File: src/design/sle_pkg.sv
// shared constants, result kinds and the capacity helper for the serial line editor
// no dependencies; imported by serial_line_editor_top
package sle_pkg;

	// depth of the external line store, including the terminator slot
	localparam int LINE_DEPTH = 256;

	// character codes
	localparam logic [7:0] CH_CR  = 8'h0D;
	localparam logic [7:0] CH_LF  = 8'h0A;
	localparam logic [7:0] CH_BS  = 8'h08;
	localparam logic [7:0] CH_DEL = 8'h7F;
	localparam logic [7:0] CH_SP  = 8'h20;

	// largest stored count that the line store and the 8-bit counter allow
	localparam logic [7:0] DEPTH_CAP = 8'((LINE_DEPTH - 1 > 255) ? 255 : LINE_DEPTH - 1);

	// size register width and reset value
	localparam int          LEN_W     = 9;
	localparam logic [8:0]  LEN_RESET = 9'd256;

	// kind of result burst held in the result register
	typedef logic [1:0] kind_t;
	localparam kind_t KIND_STORE = 2'd0;
	localparam kind_t KIND_END   = 2'd1;
	localparam kind_t KIND_ERASE = 2'd2;

	// beat counter within one burst
	typedef logic [1:0] beat_t;

	// usable characters for a given buffer size
	function automatic logic [7:0] cap_of(input logic [LEN_W-1:0] len);
		logic [LEN_W-1:0] c;
		c = (len == '0) ? '0 : len - 1'b1;
		if (c > {1'b0, DEPTH_CAP}) begin
			c = {1'b0, DEPTH_CAP};
		end
		return c[7:0];
	endfunction

	// index of the final beat of a burst
	function automatic beat_t last_beat(input kind_t k);
		beat_t b;
		case (k)
			KIND_END:   b = 2'd1;
			KIND_ERASE: b = 2'd2;
			default:    b = 2'd0;
		endcase
		return b;
	endfunction

endpackage

File: src/design/serial_line_editor_top.sv
// serial line editor: assembles a terminal line from received bytes and produces echo
// and line store results; depends on sle_pkg
//
// channel      dir  fields
// s_axis       in   tdata[7:0] rx_byte
// m_axis       out  tdata echo_byte, store_index, line_length; tuser flags; tlast last
// cfg          in   cfg_we / cfg_wdata[8:0] max_line_len
//
// a byte is taken into the input register, decoded against the line state and moved
// to the result register, which then gives one result per cycle while m_axis_tready
// is high: one for a stored byte, two for a line end, three for an erase; dropped
// bytes leave with no result. the result burst length in the result register sets
// the rate; the first result is valid once the byte is in the result register. while
// a burst waits on m_axis_tready the input register holds one more byte; bytes without
// a result still pass through. arst_n clears the line state and sets the size to 256.
module serial_line_editor_top
	import sle_pkg::*;
(
	input  logic             clk,
	input  logic             arst_n,
	// size register write
	input  logic             cfg_we,
	input  logic [LEN_W-1:0] cfg_wdata,
	// received bytes
	input  logic             s_axis_tvalid,
	output logic             s_axis_tready,
	input  logic [7:0]       s_axis_tdata,   // [7:0] rx_byte
	// echo and store results
	output logic             m_axis_tvalid,
	input  logic             m_axis_tready,
	output logic [23:0]      m_axis_tdata,   // [7:0] echo_byte, [15:8] store_index, [23:16] line_length
	output logic [3:0]       m_axis_tuser,   // [0] tx_valid, [1] store_valid, [2] line_done, [3] line_status
	output logic             m_axis_tlast
);

	// size register, kept as a ready-made capacity
	logic [7:0] cap_q;

	// line state
	logic [7:0] count_q;
	logic       ovf_q;
	logic       skip_q;

	// input register
	logic       v_s1;
	logic [7:0] byte_s1;

	// result register
	logic       v_s2;
	kind_t      kind_s2;
	logic [7:0] data_s2;
	logic [7:0] idx_s2;
	logic       stat_s2;
	beat_t      beat_q;

	// decode
	logic drop_lf, is_end, is_erase, is_store, has_res;
	logic s2_free, adv_s1, out_xfer;

	// capacity follows the size register
	always_ff @(posedge clk or negedge arst_n) begin
		if (!arst_n) begin
			cap_q <= cap_of(LEN_RESET);
		end else if (cfg_we) begin
			cap_q <= cap_of(cfg_wdata);
		end
	end

	// classify the byte in the input register
	always_comb begin
		drop_lf  = skip_q && (byte_s1 == CH_LF);
		is_end   = !drop_lf && ((byte_s1 == CH_CR) || (byte_s1 == CH_LF));
		is_erase = !drop_lf && !is_end && ((byte_s1 == CH_BS) || (byte_s1 == CH_DEL))
			&& (count_q != 8'd0);
		is_store = !drop_lf && !is_end && !is_erase && (count_q < cap_q);
		has_res  = is_end || is_erase || is_store;
	end

	// handshake between the two registers
	assign out_xfer      = m_axis_tvalid && m_axis_tready;
	assign s2_free       = !v_s2 || (out_xfer && m_axis_tlast);
	assign adv_s1        = v_s1 && (!has_res || s2_free);
	assign s_axis_tready = !v_s1 || adv_s1;

	// input register
	always_ff @(posedge clk or negedge arst_n) begin
		if (!arst_n) begin
			v_s1 <= 1'b0;
		end else if (s_axis_tready) begin
			v_s1 <= s_axis_tvalid;
		end
	end

	always_ff @(posedge clk) begin
		if (s_axis_tready && s_axis_tvalid) begin
			byte_s1 <= s_axis_tdata;
		end
	end

	// line state update as a byte leaves the input register
	always_ff @(posedge clk or negedge arst_n) begin
		if (!arst_n) begin
			count_q <= 8'd0;
			ovf_q   <= 1'b0;
			skip_q  <= 1'b0;
		end else if (adv_s1) begin
			skip_q <= is_end && (byte_s1 == CH_CR);
			if (is_end) begin
				count_q <= 8'd0;
				ovf_q   <= 1'b0;
			end else if (is_erase) begin
				count_q <= count_q - 8'd1;
			end else if (is_store) begin
				count_q <= count_q + 8'd1;
			end else if (!drop_lf) begin
				ovf_q <= 1'b1;
			end
		end
	end

	// result register control
	always_ff @(posedge clk or negedge arst_n) begin
		if (!arst_n) begin
			v_s2   <= 1'b0;
			beat_q <= 2'd0;
		end else begin
			if (s2_free) begin
				v_s2 <= adv_s1 && has_res;
			end
			if (out_xfer) begin
				beat_q <= m_axis_tlast ? 2'd0 : beat_q + 2'd1;
			end
		end
	end

	// result register payload
	always_ff @(posedge clk) begin
		if (adv_s1 && has_res && s2_free) begin
			kind_s2 <= is_end ? KIND_END : (is_erase ? KIND_ERASE : KIND_STORE);
			data_s2 <= byte_s1;
			idx_s2  <= count_q;
			stat_s2 <= ovf_q;
		end
	end

	// expand the burst into single results
	logic [7:0] echo_byte, store_index, line_length;
	logic       store_valid, line_done, line_status;

	always_comb begin
		echo_byte   = 8'd0;
		store_valid = 1'b0;
		store_index = 8'd0;
		line_done   = 1'b0;
		line_length = 8'd0;
		line_status = 1'b0;
		case (kind_s2)
			KIND_END: begin
				echo_byte = (beat_q == 2'd0) ? CH_CR : CH_LF;
				if (beat_q == last_beat(KIND_END)) begin
					line_done   = 1'b1;
					line_length = idx_s2;
					line_status = stat_s2;
				end
			end
			KIND_ERASE: begin
				echo_byte = (beat_q == 2'd1) ? CH_SP : CH_BS;
			end
			KIND_STORE: begin
				echo_byte   = data_s2;
				store_valid = 1'b1;
				store_index = idx_s2;
			end
			default: begin
				echo_byte = 8'd0;
			end
		endcase
	end

	assign m_axis_tvalid = v_s2;
	assign m_axis_tlast  = (beat_q == last_beat(kind_s2));
	assign m_axis_tdata  = {line_length, store_index, echo_byte};
	assign m_axis_tuser  = {line_status, line_done, store_valid, 1'b1};

	// the line end report only travels on the closing result of a burst
	a_done_last: assert property (@(posedge clk) disable iff (!arst_n)
		(m_axis_tvalid && line_done) |-> m_axis_tlast)
		else $error("line end reported before the final result");

	// the beat counter stays inside the burst held in the result register
	a_beat_range: assert property (@(posedge clk) disable iff (!arst_n)
		v_s2 |-> (beat_q <= last_beat(kind_s2)))
		else $error("beat counter ran past the burst");

	// a stored character's index always stays below DEPTH_CAP, the largest stored count
	a_store_idx: assert property (@(posedge clk) disable iff (!arst_n)
		(m_axis_tvalid && store_valid) |-> (store_index < DEPTH_CAP))
		else $error("store index beyond line store");

	// a byte that gives a result only leaves the input register into a free result register
	a_no_overwrite: assert property (@(posedge clk) disable iff (!arst_n)
		(adv_s1 && has_res) |-> s2_free)
		else $error("result register overwritten");

endmodule
File: config.mk
export PLATFORM = sky130hd
export DESIGN_NAME = serial_line_editor_top
export DESIGN_NICKNAME = d
export VERILOG_FILES = /design/src/design/sle_pkg.sv /design/src/design/serial_line_editor_top.sv
export SDC_FILE = /design/constraint.sdc
export NUM_CORES = 1
export LEC_CHECK = 0
export BUFFER_PORTS_ARGS = -buffer_cell sky130_fd_sc_hd__buf_2
export CAP_MARGIN = 0
export CORE_ASPECT_RATIO = 1.1
export CORE_MARGIN = 1
export CORE_UTILIZATION = 55
export CTS_CLUSTER_SIZE = 16
export DETAILED_ROUTE_END_ITERATION = 8
export PLACE_DENSITY = 0.85
export SETUP_SLACK_MARGIN = 0.5
export SKIP_LAST_GASP = 1
export SYNTH_ARGS = -nofsm -noshare
export SYNTH_HDL_FRONTEND = slang
export SYNTH_SLANG_ARGS = --single-unit
File: constraint.sdc
create_clock -name clk -period 9.2 [get_ports clk]
set_input_delay 0.46 -clock clk [delete_from_list [all_inputs] [get_ports clk]]
set_output_delay 0.46 -clock clk [all_outputs]
set_load 0.01 [all_outputs]
* Word-level counts from Yosys, hierarchy flattened
Cells that the tools add are included.
Storage, ports and cells: register bits 49, latch bits 0, RAM bits 0, bits in read-only memories 0, bits of input ports 22, output and inout bits 31, word-level logic and storage cells 86, memories kept 0
Cells by class: add/sub/neg operators 4, multiply operators 0, divide/modulo/power cells 0, magnitude comparators 2, equal/unequal tests 11, shift-type cells 0, multiplexer cells 23, bitwise logic cells 0, reduce and logical (&&, ||, !) cells 34
Operator list (count):
- $mux 8 | 7
- $eq 8x4->1 const B | 3
- $pmux 8 s3 | 1
- $logic_and 1x1->1 | 14
- $gt 9x8->1 const B | 1
- $logic_not 9->1 | 1
- $mux 1 | 9
- $mux 9 | 1
- $sub 9x1->9 const B | 1
- $add 8x1->8 const B | 1
- $eq 8x7->1 const B | 1
- $lt 8x8->1 | 1
- $reduce_bool 8->1 | 1
- $sub 8x1->8 const B | 1
- $logic_or 1x1->1 | 7
- $logic_not 1->1 | 6
- $mux 6 | 1
- $eq 2x1->1 const B | 2
- $logic_not 2->1 | 2
- $mux 2 | 2
- $ne 2x2->1 const B | 2
- $pmux 2 s2 | 1
- $reduce_and 4->1 | 1
- $mux 3 | 1
- 6 further kinds | 6

* Depth between registers and ports, before layout
Gate-level depths: netlist of the first run.
depth in word-level cells 17, gate-level depth with buffers 10, depth with buffers taken out 10

* Worst setup path after synthesis of the first run
No wires, ideal clock.
path type register to register, from reg byte_s1[7], to reg count_q[7], library setup time 0.104 ns, data arrival time 3.147 ns, data required time 9.096 ns, path slack 5.949 ns, stages on the path, launching flop included 11, path buffers 0, period minus slack after synthesis 3.251 ns, path through edfxtp_1 > or4b_4 > nor4b_4 > a2bb2oi_4 > ha_1 > a21oi_1 > o211ai_1 > o41ai_1 > xor2_1 > or3_1 > o311ai_1
Between the ends: cells in the longest elaborated chain, start to end 16, elaborated cells on any way between the ends 25, classes of those cells eq/ne (4); mux (2); reduce/logical (19)
Ends and longest elaborated chain:
- start, declared | RTL line serial_line_editor_top.sv:46 | logic [7:0] byte_s1;
- start signal, assigned | RTL line serial_line_editor_top.sv:96 | byte_s1 <= s_axis_tdata;
- $eq 8x4->1 | RTL line serial_line_editor_top.sv:71, serial_line_editor_top.sv:72
- $logic_and 1x1->1 | RTL line serial_line_editor_top.sv:71 | drop_lf = skip_q && (byte_s1 == CH_LF);
- $logic_not 1->1
- $logic_and 1x1->1 | RTL line serial_line_editor_top.sv:72 | is_end = !drop_lf && ((byte_s1 == CH_CR) || (byte_s1 == CH_LF));
- $logic_not 1->1 | RTL line serial_line_editor_top.sv:73 | is_erase = !drop_lf && !is_end && ((byte_s1 == CH_BS) || (byte_s1 == CH_DEL))
- $logic_and 1x1->1 | RTL line serial_line_editor_top.sv:73
- $logic_and 1x1->1 * | RTL line serial_line_editor_top.sv:73
- $logic_and 1x1->1 * | RTL line serial_line_editor_top.sv:74 | && (count_q != 8'd0);
- net is_erase | RTL line serial_line_editor_top.sv:57 | logic drop_lf, is_end, is_erase, is_store, has_res;
- $logic_not 1->1 | RTL line serial_line_editor_top.sv:75 | is_store = !drop_lf && !is_end && !is_erase && (count_q < cap_q);
- $logic_and 1x1->1 (2 in series) | RTL line serial_line_editor_top.sv:75
- $logic_or 1x1->1 | RTL line serial_line_editor_top.sv:76 | has_res = is_end || is_erase || is_store;
- $logic_not 1->1 | RTL line serial_line_editor_top.sv:82 | assign adv_s1 = v_s1 && (!has_res || s2_free);
- $logic_or 1x1->1 | RTL line serial_line_editor_top.sv:82
- $logic_and 1x1->1 | RTL line serial_line_editor_top.sv:82
- $reduce_and 2->1 (no source line)
- end signal, assigned | RTL line serial_line_editor_top.sv:112 | count_q <= count_q - 8'd1;
- end signal, assigned | RTL line serial_line_editor_top.sv:114 | count_q <= count_q + 8'd1;
- end, declared | RTL line serial_line_editor_top.sv:40 | logic [7:0] count_q;
Mark *: on every way through the listed nets, which the timed path passes. The rest lies on a longest branch. A chain may end at the register's enable or synchronous reset.

* Final worst setup path of the first run
from reg byte_s1[5], to out s_axis_tready
Between the ends: cells in the longest elaborated chain, start to end 16, elaborated cells on any way between the ends 22, classes of those cells eq/ne (4); reduce/logical (18)
Ends and longest elaborated chain:
- $eq 8x4->1 | RTL line serial_line_editor_top.sv:71, serial_line_editor_top.sv:72
- $logic_and 1x1->1 | RTL line serial_line_editor_top.sv:71
- $logic_not 1->1
- $logic_and 1x1->1 | RTL line serial_line_editor_top.sv:72
- $logic_not 1->1 | RTL line serial_line_editor_top.sv:73, serial_line_editor_top.sv:75
- $logic_and 1x1->1 | RTL line serial_line_editor_top.sv:73, serial_line_editor_top.sv:75
- $logic_and 1x1->1 | RTL line serial_line_editor_top.sv:73
- $logic_and 1x1->1 | RTL line serial_line_editor_top.sv:74
- $logic_not 1->1 | RTL line serial_line_editor_top.sv:75
- $logic_and 1x1->1 (2 in series) | RTL line serial_line_editor_top.sv:75
- $logic_or 1x1->1 * | RTL line serial_line_editor_top.sv:76
- $logic_not 1->1 * | RTL line serial_line_editor_top.sv:82
- $logic_or 1x1->1 * | RTL line serial_line_editor_top.sv:82
- $logic_and 1x1->1 * | RTL line serial_line_editor_top.sv:82
- $logic_or 1x1->1 * | RTL line serial_line_editor_top.sv:83 | assign s_axis_tready = !v_s1 || adv_s1;
- end, declared | RTL line serial_line_editor_top.sv:26 | output logic s_axis_tready,
Mark *: on every way between the ends. The rest lies on a longest branch, timed or not.

==> results of run 1 <==
-- report_power, final --
group | total [µW] | leakage [µW] | internal [µW] | switching (µW)
registers | 355 | 0.000503 | 302 | 53.6
logic | 246 | 0.000875 | 107 | 139
clock network | 122 | 0.0000374 | 53.6 | 68.5
-- path summary, 6_finish.rpt --
path,startpoint,end,slack (ps),cells past startpoint
setup / recovery,byte_s1[5],s_axis_tready,5540,6
hold / removal,arst_n,beat_q[1],110,1
setup reg to reg,byte_s1[5],count_q[7],5610,10
hold reg to reg,byte_s1[7],data_s2[7],460,0
max in group asynchronous,arst_n,cap_q[3],8720,1
min in group clk,s_axis_tdata[1],byte_s1[1],340,1
-- worst max-delay path, delay by kind of cell, from the launching register on --
family / cells / cell delay (ps)
AOI/OAI and AO/OA: 2 / 1000
buffers and inverters: 1 / 160
DFF: 1 / 440
and+or+nand+nor: 3 / 1320
-- routing by layer --
layer	GRT usage, %	vias to the layer above
met4	5.80	0
met2	34.0	54
met1	27.1	979
li1	-	1031
met5	0	-
met3	3.68	6
-- cells in the mapped netlist (all sizes together), types with 2 or more instances --
library cell / n
o22a: 7
o41ai: 7
ha: 17
dfstp: 8
a21o: 2
nor3: 5
dfrtp: 14
nand2b: 3
or2: 2
nand4: 2
nand3: 6
nor2: 27
nand2: 10
a2bb2oi: 2
xnor2: 7
o21ai: 16
a211oi: 4
buf: 4
inv: 16
or3: 2
mux2i: 3
clkbuf: 9
and2: 21
nor4: 4
a21oi: 8
mux2: 2
xor2: 8
edfxtp: 27
-- sequential cells by signal, indices dropped and copies added (netlist names) --
| name | flops |
|---|---|
| byte_s1 | 8 |
| cap_q | 8 |
| count_q | 8 |
| data_s2 | 8 |
| idx_s2 | 8 |
| beat_q | 2 |
| kind_s2 | 2 |
| m_axis_tvalid | 1 |
| ovf_q | 1 |
| skip_q | 1 |
| stat_s2 | 1 |
| v_s1 | 1 |
-- final cells by class --
class                           count  share of cell area, %
Inverter                           16                   1.89
Sequential cell                    49                   43.2
Clock buffer                        6                   2.29
Tap cell                           56                   2.21
Multi-Input combinational cell    184                   41.6
Timing Repair Buffer               52                   8.28
Clock inverter                      2                  0.473
-- metrics by stage --
stage,utilization (%),power [µW],cell area [µm²]
2_1_floorplan,-,523,2820
3_3_place_gp,64.5,591,3080
3_5_place_dp,64.5,606,3080
4_1_cts,66.3,726,3170
5_1_grt,66.3,773,3170
6_report,66.3,723,3170
-- cells by family (layout without fill, tap and decap cells) --
logic type,count (synthesis),in the layout,share of synthesized area (%)
buffers and inverters,29,76,4.40
other,1,1,0.133
AOI/OAI and AO/OA,54,54,14.0
DFF,49,49,48.7
adders and majority gates,18,18,8.27
xor gates and xnor gates,15,15,4.67
and+or+nand+nor,91,91,17.9
muxes,5,5,1.87
==> Implementation_results.wiki, run 1 <==
{| class="wikitable"
! Metric !! Value
|-
| Status || complete, no violations
|-
| Slew Viols, Final || 0
|-
| Number of DRC violations after detailed routing || 0
|-
| Post-synth net total || 302
|-
| Routed via count divided by cell count || 5.67
|-
| Startpoint Class || register
|-
| Number of design-rule violations left by the first detailed-router iteration || 166
|-
| Count of inserted antenna diode cells || 0
|-
| Overall fraction of global-route tracks in use || 20.3%
|-
| Top cells by area in the synthesized netlist || sky130_fd_sc_hd__edfxtp_1 29%, sky130_fd_sc_hd__dfrtp_1 12%, sky130_fd_sc_hd__ha_1 7.6%
|-
| CP endpoint kind || output port
|-
| Count of clock tree sinks || 49
|-
| Number of I/O port buffers || 51
|-
| Worst setup timing slack at the placement stage || 5680 ps
|-
| Total area of multi-input combinational cells || 1320 µm²
|-
| Total met2 wirelength after detailed routing || 2590 µm
|-
| Worst-Margin Slew || 939 ps
|-
| Path class of the lowest-slack min-delay path || in2async
|-
| Area added between synthesis and finish || 12.7%
|-
| Antenna-violating nets left || 0
|-
| Antenna violations before repair || 0
|-
| Average footprint of a synthesized cell || 10.7 µm²
|-
| Final setup fails || 0
|-
| Rows || 26
|-
| Minimum hold slack || 114 ps
|-
| Least setup slack across all paths after layout || 5540 ps
|-
| Clock insertion delay at the later pin of the skew report || 300 ps
|-
| Share of layout cells above drive strength 1 || 24.6%
|-
| WL per Instance || 14.3 µm
|-
| Netlist area before placement || 2820 µm²
|-
| Rel. slew slack || 37.3%
|-
| Ports placed on the boundary || 53
|-
| Ordered list of cells on the worst path || or4b_4, or2_2, a21oi_1, a211oi_2, or3_1, buf_2
|-
| Pin count of the biggest net entering global routing || 23
|-
| Static power due to leakage || 0.00142 µW
|-
| Max incr delay on CP || 680 ps
|-
| Post-layout min period || 3660 ps
|-
| Clock Tree Root || sky130_fd_sc_hd__clkbuf_8
|-
| Clock tree from TritonCTS || yes
|-
| Non-filler instance count after layout || 365
|-
| First-pass GRT wire length || 8780 µm
|-
| Netlist cell types || 50
|-
| Post-synth EDFFs || 27
|-
| Number of buffers inserted during clock tree synthesis || 5
|-
| Arr. time, crit path || 3200 ps
|-
| Total area of sequential cells || 1370 µm²
|-
| Largest clock skew in the final design || 10.9 ps
|-
| Max_cap viols || 0
|-
| Largest area contributor in the synthesized netlist || sky130_fd_sc_hd__edfxtp_1
|-
| Vias in the first global route || 1,941
|-
| Area share of the largest cell type after synthesis || 28.8%
|-
| Number of cells produced by synthesis || 262
|-
| Most frequent standard cell in the layout excluding fill and tap cells || sky130_fd_sc_hd__buf_2
|-
| Deepest clock path buffer count || 2
|-
| Final Routed Wirelength || 5220 µm
|-
| Seq/Total Area, Yosys || 48.7%
|-
| Slowest cell on the critical path || sky130_fd_sc_hd__a21oi_1
|-
| Number of buffers inserted for hold repair after clock tree synthesis || 0
|-
| Max Fclk || 0.273 GHz
|-
| Met3 Routed Length || 191 µm
|-
| Clock transition time at the flip-flop clock pins of the worst setup and hold paths || 90 ps
|-
| Number of cells upsized or downsized after cts || 0
|-
| Setup TNS || 0 ps
|-
| Initial core utilization || 58.9%
|-
| Detailed placer's ending HPWL || 3980 µm
|-
| Largest driver fanout on the critical path || 18
|-
| X dimension of the die || 70.2 µm
|-
| Register bit count reported by yosys || 49
|-
| Critical setup path kind || reg2out
|-
| Required time of the worst setup path || 8740 ps
|-
| Crit share post-route || 39.8%
|-
| Routed metal-1 wire length || 2380 µm
|-
| Pre-antenna DRT Iters || 5
|-
| Count of endpoints failing hold in the final timing report || 0
|-
| Top FF cell, synth || sky130_fd_sc_hd__edfxtp_1
|-
| Highest metal layer used by the detailed router || met4
|-
| Chip height || 77.0 µm
|-
| Final nets || 348
|-
| Die ar. || 5410 µm²
|-
| Power per cell area || 228 nW/µm²
|-
| Placed insts || 357
|-
| Placer's final routability congestion estimate || 0.935
|-
| Top library cells by usage in the layout, fill and taps aside || 51 x sky130_fd_sc_hd__buf_2, 27 x sky130_fd_sc_hd__nor2_1, 27 x sky130_fd_sc_hd__edfxtp_1
|-
| Htree depth || 2
|-
| FILL cells || 353
|-
| DR vias || 2,070
|-
| Yosys warnings || 0
|-
| Placeable core area || 4780 µm²
|-
| IR drop worst, VDD || 136 µV
|-
| Setup repair after global routing missed its margin || no
|-
| Overflow after GRT || 0
|-
| Post CTS Setup Buffer Count || 0
|-
| Async set or reset register ratio after synthesis || 44.9%
|}
Power figures use the tool's default switching activity.
==> inputs of run 2 (changes only) <==
--- a/config.mk
+++ b/config.mk
@@ -5,6 +5,7 @@
 export SDC_FILE = /design/constraint.sdc
 export NUM_CORES = 1
 export LEC_CHECK = 0
+export ABC_AREA = 1
 export BUFFER_PORTS_ARGS = -buffer_cell sky130_fd_sc_hd__buf_2
 export CAP_MARGIN = 0
 export CORE_ASPECT_RATIO = 1.1
==> constraint.sdc (replaced) <==
create_clock -name clk -period 3.7 [get_ports clk]
set_input_delay 0.185 -clock clk [delete_from_list [all_inputs] [get_ports clk]]
set_output_delay 0.185 -clock clk [all_outputs]
set_load 0.01 [all_outputs]
==> run 2 against run 1 <==
Compared with the run above:
- clock skew decreased by 5.9 ps
- utilization down 0.077 points
- register-to-register slack got worse by 4500 ps
- worst hold slack lost 57 ps
- die area increased by 5.1%
- critical path depth increased by 9
- design area is 6.5% higher
- critical path type is now reg2reg
- critical endpoint is now count_q[7]
- highest routed layer unchanged
==> Implementation_results.wiki, run 2 <==
{| class="wikitable"
! Metric !! Value
|-
| Initial core utilization || 58.1% (-0.79 points)
|-
| Share of layout cells above drive strength 1 || 23.0% (-1.6 points)
|-
| Detailed placer's ending HPWL || 4340 µm (+9.1%)
|-
| Clock transition time at the flip-flop clock pins of the worst setup and hold paths || 80 ps (about the same)
|-
| Register bit count reported by yosys || 49 (unchanged)
|-
| Count of inserted antenna diode cells || 0 (unchanged)
|-
| Most frequent standard cell in the layout excluding fill and tap cells || sky130_fd_sc_hd__nand2_1
|-
| Sum of buffers and inverters on the critical path || 2 (+1)
|-
| Status || complete, no violations
|-
| X dimension of the die || 72.0 µm (+2.5%)
|-
| Final Routed Wirelength || 5380 µm (+3.0%)
|-
| Crit share post-route || 69.1%
|-
| Max incr delay on CP || 460 ps (-220 ps)
|-
| Max Fclk || 0.391 GHz
|-
| IR drop worst, VDD || 335 µV (+150%)
|-
| Routed via count divided by cell count || 4.85 (-14%)
|-
| Chip height || 79.0 µm (+2.5%)
|-
| Number of cells upsized or downsized after cts || 0 (unchanged)
|-
| Placeable core area || 5100 µm² (+6.7%)
|-
| Post CTS Setup Buffer Count || 0 (unchanged)
|-
| Post-layout min period || 2560 ps
|-
| First-pass GRT wire length || 8850 µm (+0.71%)
|-
| Cell seen most often among critical-path stages || sky130_fd_sc_hd__nand2_1
|-
| Ordered list of cells on the worst path || inv_1, nand2_1, nor2_1, nand2_4, nand2_1, nand2_1, inv_1, ha_1, a21oi_1, o21ai_0, a21oi_1, a21oi_1, nor2_1, nand3_2, nand2_1
|-
| Power per cell area || 659 nW/µm² (+190%)
|-
| DR vias || 2,291 (+11%)
|-
| Required time of the worst setup path || 3940 ps (-4800 ps)
|-
| Number of buffers inserted during clock tree synthesis || 5 (unchanged)
|-
| CP endpoint kind || register
|-
| Largest area contributor in the synthesized netlist || sky130_fd_sc_hd__edfxtp_1
|-
| Non-filler instance count after layout || 472 (+29%)
|-
| Post-synth net total || 386 (+28%)
|-
| Post-synth EDFFs || 27 (unchanged)
|-
| Minimum hold slack || 57.5 ps (-56.6 ps)
|-
| Overall fraction of global-route tracks in use || 20.3% (-0.042 points)
|-
| Max_cap viols || 0 (unchanged)
|-
| Count of endpoints failing hold in the final timing report || 0 (unchanged)
|-
| Placer's final routability congestion estimate || 0.915 (-2.2%)
|-
| Overflow after GRT || 0 (unchanged)
|-
| Final nets || 439 (+26%)
|-
| Setup TNS || 0 ps (unchanged)
|-
| Static power due to leakage || 0.00184 µW (+30%)
|-
| Worst-Margin Slew || 575 ps (-364 ps)
|-
| Met3 Usage GRT || 3.43% (-0.25 points)
|-
| Antenna violations before repair || 0 (unchanged)
|-
| Number of cells produced by synthesis || 346 (+32%)
|-
| Average footprint of a synthesized cell || 8.56 µm² (-20%)
|-
| Pin count of the biggest net entering global routing || 30 (+30%)
|-
| Area share of the largest cell type after synthesis || 27.4% (-1.4 points)
|-
| Largest driver fanout on the critical path || 7 (-11)
|-
| Pre-antenna DRT Iters || 4 (-1)
|-
| Most common library cells after synthesis || 76 x sky130_fd_sc_hd__nand2_1, 55 x sky130_fd_sc_hd__inv_1, 47 x sky130_fd_sc_hd__nor2_1, 27 x sky130_fd_sc_hd__edfxtp_1, 22 x sky130_fd_sc_hd__a21oi_1
|-
| Layer with the highest usage after global routing || met2
|-
| Cell family with the largest share of critical-path delay || simple AND/OR/NAND/NOR gates
|-
| Deepest clock path buffer count || 2 (unchanged)
|-
| Top cells by area in the synthesized netlist || sky130_fd_sc_hd__edfxtp_1 27%, sky130_fd_sc_hd__dfrtp_1 12%, sky130_fd_sc_hd__nand2_1 9.6%
|-
| Number of DRC violations after detailed routing || 0 (unchanged)
|-
| Clock insertion delay at the later pin of the skew report || 300 ps (about the same)
|-
| Yosys warnings || 0 (unchanged)
|-
| Async set or reset register ratio after synthesis || 44.9% (unchanged)
|-
| Top FF cell, synth || sky130_fd_sc_hd__edfxtp_1
|-
| Htree depth || 2 (unchanged)
|-
| Netlist cell types || 34 (-32%)
|-
| Met2 layer usage reported by global route || 34.6% (+0.58 points)
|-
| Most instantiated library cell after synthesis || sky130_fd_sc_hd__nand2_1
|-
| Met1 capacity usage during global routing || 25.1% (-2.0 points)
|-
| Placed insts || 463 (+30%)
|-
| Setup repair after global routing missed its margin || no
|-
| Arr. time, crit path || 2800 ps (-400 ps)
|-
| Vias in the first global route || 2,031 (+4.6%)
|-
| Largest clock skew in the final design || 5.04 ps (-5.85 ps)
|-
| Clock Tree Root || sky130_fd_sc_hd__clkbuf_8
|-
| Netlist area before placement || 2960 µm² (+5.2%)
|-
| Critical setup path kind || reg2reg
|-
| Slowest cell on the critical path || sky130_fd_sc_hd__edfxtp_1
|-
| Antenna-violating nets left || 0 (unchanged)
|-
| Area added between synthesis and finish || 14.1%
|-
| Number of design-rule violations left by the first detailed-router iteration || 110 (-34%)
|-
| Final setup fails || 0 (unchanged)
|-
| Seq/Total Area, Yosys || 46.3% (-2.4 points)
|-
| Number of I/O port buffers || 51 (unchanged)
|-
| Slew Viols, Final || 0 (unchanged)
|-
| FILL cells || 403 (+14%)
|-
| Ports placed on the boundary || 53 (unchanged)
|-
| Rows || 27 (+3.8%)
|-
| Startpoint Class || register
|-
| Top library cells by usage in the layout, fill and taps aside || 76 x sky130_fd_sc_hd__nand2_1, 55 x sky130_fd_sc_hd__inv_1, 51 x sky130_fd_sc_hd__buf_2
|-
| Path class of the lowest-slack min-delay path || in2reg
|-
| Rel. slew slack || 61.6% (+24 points)
|-
| Die ar. || 5680 µm² (+5.1%)
|-
| WL per Instance || 11.4 µm (-20%)
|-
| Count of clock tree sinks || 49 (unchanged)
|-
| Clock tree from TritonCTS || yes
|}
[run 2: changes by cell type after synthesis, sizes merged, moves of 4 or more]
cell,before,now
a21oi,8,23
a211oi,4,0
nor4,4,0
nand3,6,15
and2,21,0
nand2,10,85
o41ai,7,0
clkbuf,9,1
nor2,27,51
inv,16,61
o22a,7,0
[run 2: layer usage]
layer	vias up	wire length [µm]
met5	-	0
met4	0	150
met3	14	226
met2	75	2630
met1	1005	2370
li1	1197	-
[run 2: worst register-to-register path, stage by stage (launching register included)]
cell	delay, ps
sky130_fd_sc_hd__edfxtp_1	460
sky130_fd_sc_hd__inv_1	120
sky130_fd_sc_hd__nand2_1	60
sky130_fd_sc_hd__nor2_1	170
sky130_fd_sc_hd__nand2_4	90
sky130_fd_sc_hd__nand2_1	110
sky130_fd_sc_hd__nand2_1	90
sky130_fd_sc_hd__inv_1	210
sky130_fd_sc_hd__ha_1	350
sky130_fd_sc_hd__a21oi_1	210
sky130_fd_sc_hd__o21ai_0	100
sky130_fd_sc_hd__a21oi_1	190
sky130_fd_sc_hd__a21oi_1	60
sky130_fd_sc_hd__nor2_1	130
sky130_fd_sc_hd__nand3_2	70
sky130_fd_sc_hd__nand2_1	70
[run 2: layout make-up]
class / instances / area, µm² / area share [%]
Sequential cell: 49 / 1370 / 40.6
Timing Repair Buffer: 52 / 265 / 7.85
Clock buffer: 6 / 72.6 / 2.15
Tap cell: 72 / 90.1 / 2.67
Clock inverter: 2 / 33.8 / 1.00
Inverter: 61 / 229 / 6.78
Multi-Input combinational cell: 230 / 1320 / 39.0
[run 2: final timing paths]
kind	from	endpoint	slack, ps	cells past startpoint
worst max-delay path	byte_s1[1]	count_q[7]	1140	15
worst min-delay path	s_axis_tdata[3]	byte_s1[3]	60	1
worst max register to register	byte_s1[1]	count_q[7]	1140	15
worst min register to register	ovf_q	stat_s2	470	0
max in group asynchronous	arst_n	cap_q[7]	2990	2
min in group asynchronous	arst_n	count_q[2]	360	2
[run 2: kinds of logic (layout without fill, tap and decap cells)]
family	after synthesis	count (layout)	synth area share, %
flops	49	49	46.3
compound gates	40	40	7.73
other cells	1	1	0.127
fa+ha+maj	18	18	7.85
simple gates	159	159	25.2
xor+xnor	12	12	3.55
buf+inv	67	121	9.25
[run 2: metrics by stage]
| step | utilization, % | power (µW) | instance area [µm²] | worst slack, ps |
|---|---|---|---|---|
| after floorplan | - | 1610 | 2960 | 1540 |
| after global placement | 64.0 | 1830 | 3260 | 1330 |
| after detailed placement | 64.0 | 1870 | 3260 | 1170 |
| after CTS | 66.2 | 2240 | 3380 | 1160 |
| after global routing | 66.2 | 2400 | 3380 | 894 |
| final | 66.2 | 2230 | 3380 | 1140 |
[run 2: report_power, final]
group	switching, µW	internal, µW	leakage [µW]
logic	592	323	0.00127
clock network	167	200	0.0000528
registers	133	814	0.000517
[run 2: repair_timing]
item,4_1_cts,5_1_grt
setup endpoints to repair,0,0
endpoints found under the hold margin,14,0
hold buffers,1,0
